[config.mk]
export PLATFORM = sky130hd
export DESIGN_NAME = dxt_block_decoder_unit
export DESIGN_NICKNAME = d
export VERILOG_FILES = /design/src/design/dxtbd_pkg.sv /design/src/design/dxtbd_decode.sv /design/src/design/dxt_block_decoder_unit.sv
export SDC_FILE = /design/constraint.sdc
export NUM_CORES = 2
export LEC_CHECK = 0
export ABC_AREA = 0
export BUFFER_PORTS_ARGS = -buffer_cell sky130_fd_sc_hd__buf_2
export CAP_MARGIN = 0
export CORE_MARGIN = 4
export CORE_UTILIZATION = 45
export DETAILED_ROUTE_END_ITERATION = 7
export GPL_ROUTABILITY_DRIVEN = 0
export PLACE_DENSITY_LB_ADDON = 0.12
export SYNTH_ARGS = -nofsm -noshare
export SYNTH_HDL_FRONTEND = slang
export SYNTH_HIERARCHICAL = 1
export SYNTH_SLANG_ARGS = --single-unit
[constraint.sdc]
create_clock -name clk -period 16.3 [get_ports clk]
set_input_delay 3.26 -clock clk [delete_from_list [all_inputs] [get_ports clk]]
set_output_delay 3.26 -clock clk [all_outputs]
set_load 0.1 [all_outputs]
[src/design/dxtbd_pkg.sv]
// Shared types, codes and constant dividers for the DXT block decoder.
`default_nettype none

package dxtbd_pkg;

	// Block layout selected by the format register.
	typedef enum logic [1:0] {
		FMT_DXT1  = 2'd0,
		FMT_DXT1A = 2'd1,
		FMT_DXT3  = 2'd2,
		FMT_DXT5  = 2'd3
	} fmt_t;

	// Configuration register indexes.
	typedef enum logic {
		REG_FORMAT   = 1'b0,
		REG_RESTRICT = 1'b1
	} reg_idx_t;

	localparam int RESTRICT_W = 3;

	// Bits of the restriction register.
	localparam int RST_OPAQUE_ONLY = 0;
	localparam int RST_TRANSP_ONLY = 1;
	localparam int RST_COLOR_ORDER = 2;

	typedef logic [7:0] chan_t;

	typedef struct packed {
		logic [63:0] block_low;
		logic [63:0] block_high;
	} blk_in_t;

	typedef struct packed {
		chan_t       red;
		chan_t       green;
		chan_t       blue;
		chan_t       alpha;
		logic [3:0]  pixel_index;
		logic        last;
		logic        rejected;
	} pix_out_t;

	// Decoded block: palettes and the per-pixel code bits.
	typedef struct packed {
		logic              rejected;
		fmt_t              fmt;
		logic              four;
		logic [31:0]       indices;
		logic [63:0]       alpha_src;
		chan_t [3:0]       red;
		chan_t [3:0]       green;
		chan_t [3:0]       blue;
		chan_t [7:0]       apal;
	} blk_dec_t;

	// x / 3 for x <= 765 by reciprocal multiply.
	function automatic chan_t div3(input logic [9:0] x);
		logic [19:0] p;
		p = {10'd0, x} * 20'd683;
		return p[18:11];
	endfunction

	// x / 5 for x <= 1275.
	function automatic chan_t div5(input logic [10:0] x);
		logic [22:0] p;
		p = {12'd0, x} * 23'd3277;
		return p[21:14];
	endfunction

	// x / 7 for x <= 1785.
	function automatic chan_t div7(input logic [10:0] x);
		logic [22:0] p;
		p = {12'd0, x} * 23'd2341;
		return p[21:14];
	endfunction

endpackage

`default_nettype wire

[src/design/dxtbd_decode.sv]
// Block decode: endpoint expansion, colour and alpha palettes, restriction check.
`default_nettype none

module dxtbd_decode import dxtbd_pkg::*; (
	input  wire blk_in_t                 blk,
	input  wire fmt_t                    fmt,
	input  wire logic [RESTRICT_W-1:0]   mode_restrict,
	output blk_dec_t                     dec
);

	// (2a + b) / 3
	function automatic chan_t mix3(input chan_t a, input chan_t b);
		return div3({1'b0, a, 1'b0} + {2'b00, b});
	endfunction

	function automatic chan_t mean2(input chan_t a, input chan_t b);
		logic [8:0] s;
		s = {1'b0, a} + {1'b0, b};
		return s[8:1];
	endfunction

	logic        dxt1_kind;
	logic [63:0] src;
	logic [31:0] colors;
	logic        four;
	logic        use_four;
	logic        a_desc;
	chan_t       a0, a1;
	chan_t       r0, g0, b0, r1, g1, b1;

	always_comb begin
		dxt1_kind = (fmt == FMT_DXT1) || (fmt == FMT_DXT1A);
		src       = dxt1_kind ? blk.block_low : blk.block_high;
		colors    = src[31:0];
		four      = colors[15:0] > colors[31:16];
		use_four  = dxt1_kind ? four : 1'b1;

		// 565 expansion by plain shifts, no bit replication
		b0 = {colors[4:0], 3'b000};
		g0 = {colors[10:5], 2'b00};
		r0 = {colors[15:11], 3'b000};
		b1 = {colors[20:16], 3'b000};
		g1 = {colors[26:21], 2'b00};
		r1 = {colors[31:27], 3'b000};

		a0     = blk.block_low[7:0];
		a1     = blk.block_low[15:8];
		a_desc = a0 > a1;

		dec.fmt        = fmt;
		dec.four       = four;
		dec.indices    = src[63:32];
		dec.alpha_src  = blk.block_low;

		dec.red[0]   = r0;
		dec.green[0] = g0;
		dec.blue[0]  = b0;
		dec.red[1]   = r1;
		dec.green[1] = g1;
		dec.blue[1]  = b1;
		if (use_four) begin
			dec.red[2]   = mix3(r0, r1);
			dec.green[2] = mix3(g0, g1);
			dec.blue[2]  = mix3(b0, b1);
			dec.red[3]   = mix3(r1, r0);
			dec.green[3] = mix3(g1, g0);
			dec.blue[3]  = mix3(b1, b0);
		end else begin
			// three colours plus black
			dec.red[2]   = mean2(r0, r1);
			dec.green[2] = mean2(g0, g1);
			dec.blue[2]  = mean2(b0, b1);
			dec.red[3]   = '0;
			dec.green[3] = '0;
			dec.blue[3]  = '0;
		end

		// DXT5 alpha ramp: 8 levels when a0 > a1, else 6 plus 0 and 255
		dec.apal[0] = a0;
		dec.apal[1] = a1;
		for (int c = 2; c < 8; c++) begin
			if (a_desc) begin
				dec.apal[c] = div7(11'(8 - c) * {3'b000, a0} + 11'(c - 1) * {3'b000, a1});
			end else if (c < 6) begin
				dec.apal[c] = div5(11'(6 - c) * {3'b000, a0} + 11'(c - 1) * {3'b000, a1});
			end else if (c == 6) begin
				dec.apal[c] = 8'h00;
			end else begin
				dec.apal[c] = 8'hFF;
			end
		end

		case (fmt)
			FMT_DXT1A: begin
				dec.rejected = (four && mode_restrict[RST_TRANSP_ONLY])
					|| (!four && mode_restrict[RST_OPAQUE_ONLY]);
			end
			FMT_DXT3: begin
				dec.rejected = !four && mode_restrict[RST_COLOR_ORDER];
			end
			FMT_DXT5: begin
				dec.rejected = (a_desc && mode_restrict[RST_OPAQUE_ONLY])
					|| (!four && mode_restrict[RST_COLOR_ORDER]);
			end
			default: begin
				dec.rejected = 1'b0;
			end
		endcase
	end

endmodule

`default_nettype wire

[src/design/dxt_block_decoder_unit.sv]
// Top level of the DXT1/DXT1A/DXT3/DXT5 4x4 block decoder.
// An accepted block waits in the input holding register, is decoded into the emit stage, and
// its pixels pass the output register. Throughput: one pixel per cycle while out_ready holds, set
// by the pixel-select stage that walks one decoded block; the next block waits in the holding register.
// Reset (arst_n low, asynchronous) empties all stages and clears format and mode_restrict.
`default_nettype none

module dxt_block_decoder_unit import dxtbd_pkg::*; (
	input  wire logic                    clk,
	input  wire logic                    arst_n,
	// block input
	input  wire logic                    in_valid,
	output logic                         in_ready,
	input  wire blk_in_t                 in_data,
	// pixel output
	output logic                         out_valid,
	input  wire logic                    out_ready,
	output pix_out_t                     out_data,
	// configuration writes
	input  wire logic                    cfg_valid,
	output logic                         cfg_ready,
	input  wire reg_idx_t                cfg_index,
	input  wire logic [RESTRICT_W-1:0]   cfg_data
);

	// Configuration registers
	fmt_t                  fmt_q;
	logic [RESTRICT_W-1:0] restrict_q;

	// Input holding register: one block waiting for the emit stage
	blk_in_t  pend_q;
	logic     pend_valid_q;

	// Emit stage: decoded block plus pixel counter
	blk_dec_t cur_s1;
	logic     cur_valid_s1;
	logic [3:0] pix_q;

	// Output register
	pix_out_t out_q;
	logic     out_valid_q;

	blk_dec_t dec;
	logic     emit;
	logic     cur_done;
	logic     load;
	logic [1:0] sel;
	logic [5:0] code_off;
	logic [2:0] code;
	logic [3:0] nib;
	chan_t      alpha;
	pix_out_t   pix;

	dxtbd_decode u_decode (
		.blk           (pend_q),
		.fmt           (fmt_q),
		.mode_restrict (restrict_q),
		.dec           (dec)
	);

	assign cfg_ready = 1'b1;
	assign in_ready  = !pend_valid_q;
	assign out_valid = out_valid_q;
	assign out_data  = out_q;

	// A pixel moves into the output register when it is empty or being taken.
	assign emit     = cur_valid_s1 && (!out_valid_q || out_ready);
	// A rejected block gives its single result and is done.
	assign cur_done = emit && (cur_s1.rejected || pix_q == 4'd15);
	assign load     = pend_valid_q && (!cur_valid_s1 || cur_done);

	// Pixel select: palette entry, alpha source per format
	always_comb begin
		sel      = cur_s1.indices[{pix_q, 1'b0} +: 2];
		code_off = 6'd16 + 6'(pix_q) * 6'd3;
		code     = cur_s1.alpha_src[code_off +: 3];
		nib      = cur_s1.alpha_src[{pix_q, 2'b00} +: 4];

		case (cur_s1.fmt)
			FMT_DXT1:  alpha = 8'hFF;
			FMT_DXT1A: alpha = (!cur_s1.four && sel == 2'd3) ? 8'h00 : 8'hFF;
			FMT_DXT3:  alpha = {nib, nib}; // nibble * 17
			FMT_DXT5:  alpha = cur_s1.apal[code];
			default:   alpha = 8'hFF;
		endcase

		if (cur_s1.rejected) begin
			pix             = '0;
			pix.last        = 1'b1;
			pix.rejected    = 1'b1;
		end else begin
			pix.red         = cur_s1.red[sel];
			pix.green       = cur_s1.green[sel];
			pix.blue        = cur_s1.blue[sel];
			pix.alpha       = alpha;
			pix.pixel_index = pix_q;
			pix.last        = (pix_q == 4'd15);
			pix.rejected    = 1'b0;
		end
	end

	// Control state
	always_ff @(posedge clk or negedge arst_n) begin
		if (!arst_n) begin
			fmt_q        <= FMT_DXT1;
			restrict_q   <= '0;
			pend_valid_q <= 1'b0;
			cur_valid_s1 <= 1'b0;
			pix_q        <= '0;
			out_valid_q  <= 1'b0;
		end else begin
			if (cfg_valid && cfg_ready) begin
				case (cfg_index)
					REG_FORMAT:   fmt_q      <= fmt_t'(cfg_data[1:0]);
					REG_RESTRICT: restrict_q <= cfg_data;
					default:      ;
				endcase
			end

			if (in_valid && in_ready) begin
				pend_valid_q <= 1'b1;
			end else if (load) begin
				pend_valid_q <= 1'b0;
			end

			if (load) begin
				cur_valid_s1 <= 1'b1;
			end else if (cur_done) begin
				cur_valid_s1 <= 1'b0;
			end

			if (emit) begin
				pix_q <= cur_done ? 4'd0 : pix_q + 4'd1;
			end

			if (emit) begin
				out_valid_q <= 1'b1;
			end else if (out_ready) begin
				out_valid_q <= 1'b0;
			end
		end
	end

	// Payload registers
	always_ff @(posedge clk) begin
		if (in_valid && in_ready) begin
			pend_q <= in_data;
		end
		if (load) begin
			cur_s1 <= dec;
		end
		if (emit) begin
			out_q <= pix;
		end
	end

endmodule

`default_nettype wire

-- Yosys cells after proc, flatten, opt, wreduce, memory -nomap -nowiden
Index checks and enable logic that the tools add are counted.
- add/subtract/negate cells: 21
- multiply operators: 23
- $lt $le $gt $ge: 4
- eq/ne operators: 8
- shift-type cells: 3
- mux-type cells: 28
- bitwise gates (word level): 1
- reductions and logical operators: 27
- operators by type and width (kind ; count):
    $mul 11x12->22 const B ; 10
    $mul 10x10->19 const B ; 6
    $mux 8 ; 12
    $mux 64 ; 1
    $shiftx 64x7->3 ; 1
    $shiftx 64x7->4 ; 1
    $add 9x8->10 ; 6
    $bmux 8 s2 ; 3
    $mul 2x8->10 const A ; 4
    $pmux 8 s4 ; 1
    $shiftx 32x6->2 ; 1
    $add 8x8->9 ; 3
    $bmux 8 s3 ; 1
    $add 10x10->11 ; 2
    $mul 3x8->11 const A ; 2
    $gt 16x16->1 ; 1
    $add 10x8->11 ; 1
    $add 10x9->11 ; 1
    $add 11x8->11 ; 1
    $add 11x9->11 ; 1
    $add 8x10->11 ; 1
    $add 8x11->11 ; 1
    $add 9x10->11 ; 1
    $add 9x11->11 ; 1
    19 further kinds ; 52
- register bits after elaboration: 422
- logic and storage cells: 155

-- Logic depth before layout (Yosys ltp)
- depth after elaboration: 8
- gate-level depth with buffers: 33
- mapped depth without buffers: 33

-- Modules after synthesis
Netlist, hierarchy kept.
- modules (own cells, without submodules) (module ; instances ; cells each ; area each (µm²)):
    dxtbd_decode ; 1 ; 3484 ; 31634.1
    dxt_block_decoder_unit ; 1 ; 830 ; 17295.3

-- Worst setup path before layout
Ideal clock, no wire load.
- path kind: in2reg
- start point: input port out_ready
- end point: register cur_s1[0] (netlist bit) (enable)
- arrival time: 17018 ps
- required time: 15333 ps
- setup slack: -1686 ps
- stages: 5
- buffers on the path: 0
- path through: nand2b_1 nand2_1 inv_1 nand2_1 a21oi_1
- word-level cells in the longest chain between the ends: 5
- ends and longest elaborated chain (element ; line ; source):
    from (decl) ; dxt_block_decoder_unit.sv:17 ; input wire logic out_ready,
    $logic_or 1x1->1 ; dxt_block_decoder_unit.sv:67 ; assign emit = cur_valid_s1 && (!out_valid_q || out_ready);
    $logic_and 1x1->1 ; dxt_block_decoder_unit.sv:67 ;
    net emit ; dxt_block_decoder_unit.sv:44 ; logic emit;
    $logic_and 1x1->1 ; dxt_block_decoder_unit.sv:69 ; assign cur_done = emit && (cur_s1.rejected || pix_q == 4'd15);
    $logic_or 1x1->1 ; dxt_block_decoder_unit.sv:70 ; assign load = pend_valid_q && (!cur_valid_s1 || cur_done);
    $logic_and 1x1->1 ; dxt_block_decoder_unit.sv:70 ;
    net load ; dxt_block_decoder_unit.sv:46 ; logic load;
    to (signal assigned) ; dxt_block_decoder_unit.sv:150 ; cur_s1 <= dec;
    to (decl) ; dxt_block_decoder_unit.sv:35 ; blk_dec_t cur_s1;
The timed path passes the listed nets, and every way through them passes these cells.
A chain may end at the register's enable or synchronous reset.

==> reports/qor.txt <==
TritonCTS buffer count = 52
startpoint types = flip-flop
Worst Tran Pin Value = 1.091 ns
beginning of the worst hold path = pend_q[96]
core region area = 107,500 sq um
cell area after synthesis = 48,930 sq um
nets@finish = 5,996
sequential area share after synthesis = 26.76%
final antenna-violating net count = 0
Hold Path Stages = 0
Final Instance Area = 52,630 sq um
Synth top cells by count = 1,099 x ha_1, 669 x inv_1, 426 x edfxtp_1
initial antenna violation count = 9
clk root buf = clkbuf_16
CTS tree = done
initial drt markers = 1,930
clock sinks = 438
status = complete, no violations
chip width = 337.7 um
Avg Cell Area, Syn = 11.34 sq um
DR WL/cell = 20.58 um
register area = 13,100 sq um
Yosys reg bits = 438
yosys warns = 6
Pre-Repair DR Iteration Count = 7
cell accounting for the most synthesized area = ha_1
Yosys top cell area share = 28.10%
Worst-Skew Late Latency = 0.63 ns
slew margin rel. = 27.30%
Initial Util = 45.51%
CTS H-Tree Depth = 2
wirelength, routed = 121,400 um
Crit Path Max Fanout = 12
FF-to-FF Start = pend_q[74]
reg2reg end = cur_s1[37]
critical path class = flip-flop to flip-flop
fin crit period = 8.885 ns
PortBufs = 176
period utilisation layout = 54.51%
# IOs = 178
Unique masters post-synth = 94
RSZ-0062 raised after global routing = no
EDFF count, synth = 426
data arrival time of the worst path = 9.20 ns
Hold-fix buffers, CTS = 0
Fin. Hold Viols = 0
Hold EP = cur_s1[192]
post-DP HPWL = 97,310 um
GR Overflow Total = 0
r2r setup slk = 7.41 ns
Post-route DRC = 0
n_diodes = 0
Final Max Tran Viols = 0
r2r worst-path depth = 26
Synth area leaders = ha_1 28%, edfxtp_1 26%, fa_1 13%
num rows = 120
Worst Path Required = 16.61 ns
fraction of registers with async set/reset = 2.740%
Max-cap violations = 0
Finish-stage setup viols = 0
Fmax achieved = 0.1125 GHz
dpl cell area = 50,970 sq um
vias per cell = 5.390
Setup TNS = 0 ns
Synth Instances = 4,314
share of cells above drive strength 1 = 10.51%
Post-CTS Setup Bufs = 0
post-CTS sizing = 0
vias in the first global route = 32,981
total track usage = 21.56%
Worst-path clk slew = 0.06 ns
Die Span Y = 337.7 um
clock buffer depth = 3
commonest register cell after synthesis = edfxtp_1
first-pass GRT wire length = 189,200 um
skew final = 0.02769 ns
fillers = 9,800
WHS = 0.4546 ns
CP endpoint kind = flip-flop
Layout area overhead = 7.572%
Hold Path Class = flip-flop to flip-flop
via count = 31,782
most frequent cell after synthesis = ha_1
die outline area = 114,100 sq um
largest net degree at the start of global routing = 75
multi-input logic area = 32,330 sq um
## layout by cell type (no fill, tap or decap), drive strengths merged, types with 12 or more instances in the layout
cell | synthesis | routed
mux4 | 81 | 81
ha | 1099 | 1099
buf | 132 | 227
clkbuf | 26 | 61
mux2i | 108 | 108
nand2 | 112 | 112
a211oi | 19 | 19
or3 | 23 | 23
a21oi | 158 | 158
a21boi | 14 | 14
xor2 | 88 | 88
dfrtp | 12 | 12
nand2b | 18 | 18
nor2b | 62 | 62
conb | 2 | 17
xnor2 | 158 | 158
o21bai | 26 | 26
nand3 | 50 | 50
o22ai | 28 | 28
nor3 | 64 | 64
o21a | 34 | 34
nor2 | 169 | 169
fa | 308 | 308
a21o | 50 | 50
inv | 671 | 675
o31ai | 20 | 20
clkinv | 0 | 21
edfxtp | 426 | 426
nand4 | 22 | 22
o21ai | 113 | 113
mux2 | 48 | 48
## per-stage QoR
stage / setup slack (ns) / utilization, % / instances
2_1_floorplan: 4.165 / - / 4329
3_3_place_gp: 7.500 / 47.41 / 5801
3_5_place_dp: 7.441 / 47.41 / 5801
4_1_cts: 7.408 / 48.96 / 5896
5_1_grt: 6.798 / 48.96 / 5896
6_report: 7.415 / 48.96 / 5896
## worst max-delay path, cell delays in order, from the launching register on
cell and delay, ns:
edfxtp_1 0.69, inv_1 0.35, fa_1 0.28, nor2b_1 0.07, o31a_1 0.28, or2_1 0.25, o311ai_1 0.49, inv_1 0.23
ha_1 0.31, o41ai_1 0.53, nand2b_1 0.19, a21oi_1 0.10, ha_1 0.35, fa_1 0.54, fa_1 0.54, fa_1 0.52
fa_1 0.55, inv_1 0.04, ha_1 0.31, a21oi_1 0.16, o22ai_1 0.11, a2111oi_0 0.58, o21ai_0 0.32, a31o_2 0.33
or2_2 0.27, a21oi_1 0.15, a21oi_1 0.06
## sequential cells by signal, summed over array words and instances (netlist names)
register      count
pend_valid_q      1
cur_s1          260
pix_q             4
out_data         38
fmt_q             2
out_valid         1
cur_valid_s1      1
restrict_q        3
pend_q          128
## cell families after synthesis
kind of cell               synth area share, %
other                                  0.01535
AOI/OAI and AO/OA                        7.429
adders and majority gates                40.70
buffers and inverters                    7.446
xor gates and xnor gates                 4.495
DFF                                      26.76
muxes                                    7.096
and+or+nand+nor                          6.055
## metal layers
layer | track usage (%) | share of wire [%] | vias up
met5 | 0 | 0 | -
met4 | 3.856 | 1.7 | 0
met3 | 2.419 | 4.4 | 116
met2 | 36.75 | 48 | 612
met1 | 30.03 | 46 | 15589
li1 | - | - | 15465
## layout make-up
type,count,share of cell area (%)
Clock buffer,61,2.615
Clock inverter,34,0.5563
Inverter,671,4.785
Multi-Input combinational cell,3062,61.42
Sequential cell,438,24.88
Tap cell,1403,3.335
Timing Repair Buffer,227,2.401
## how the worst max path moves through the flow
| stage | start | to | slack (ns) | cells past startpoint |
|---|---|---|---|---|
| 6_report | pend_q[74] | cur_s1[37] | 7.41 | 26 |
| 5_1_grt | pend_q[74] | cur_s1[37] | 6.80 | 26 |
| 4_1_cts | pend_q[74] | cur_s1[37] | 7.41 | 26 |
| 3_5_place_dp | pend_q[74] | cur_s1[37] | 7.44 | 26 |
| 3_3_place_gp | pend_q[74] | cur_s1[37] | 7.50 | 26 |
| 2_1_floorplan | out_ready | cur_s1[0] | 4.16 | 5 |
Power is left out: the tool's default activity adds up to more than one toggle a clock period on the data nets, which glitch-free logic cannot reach.
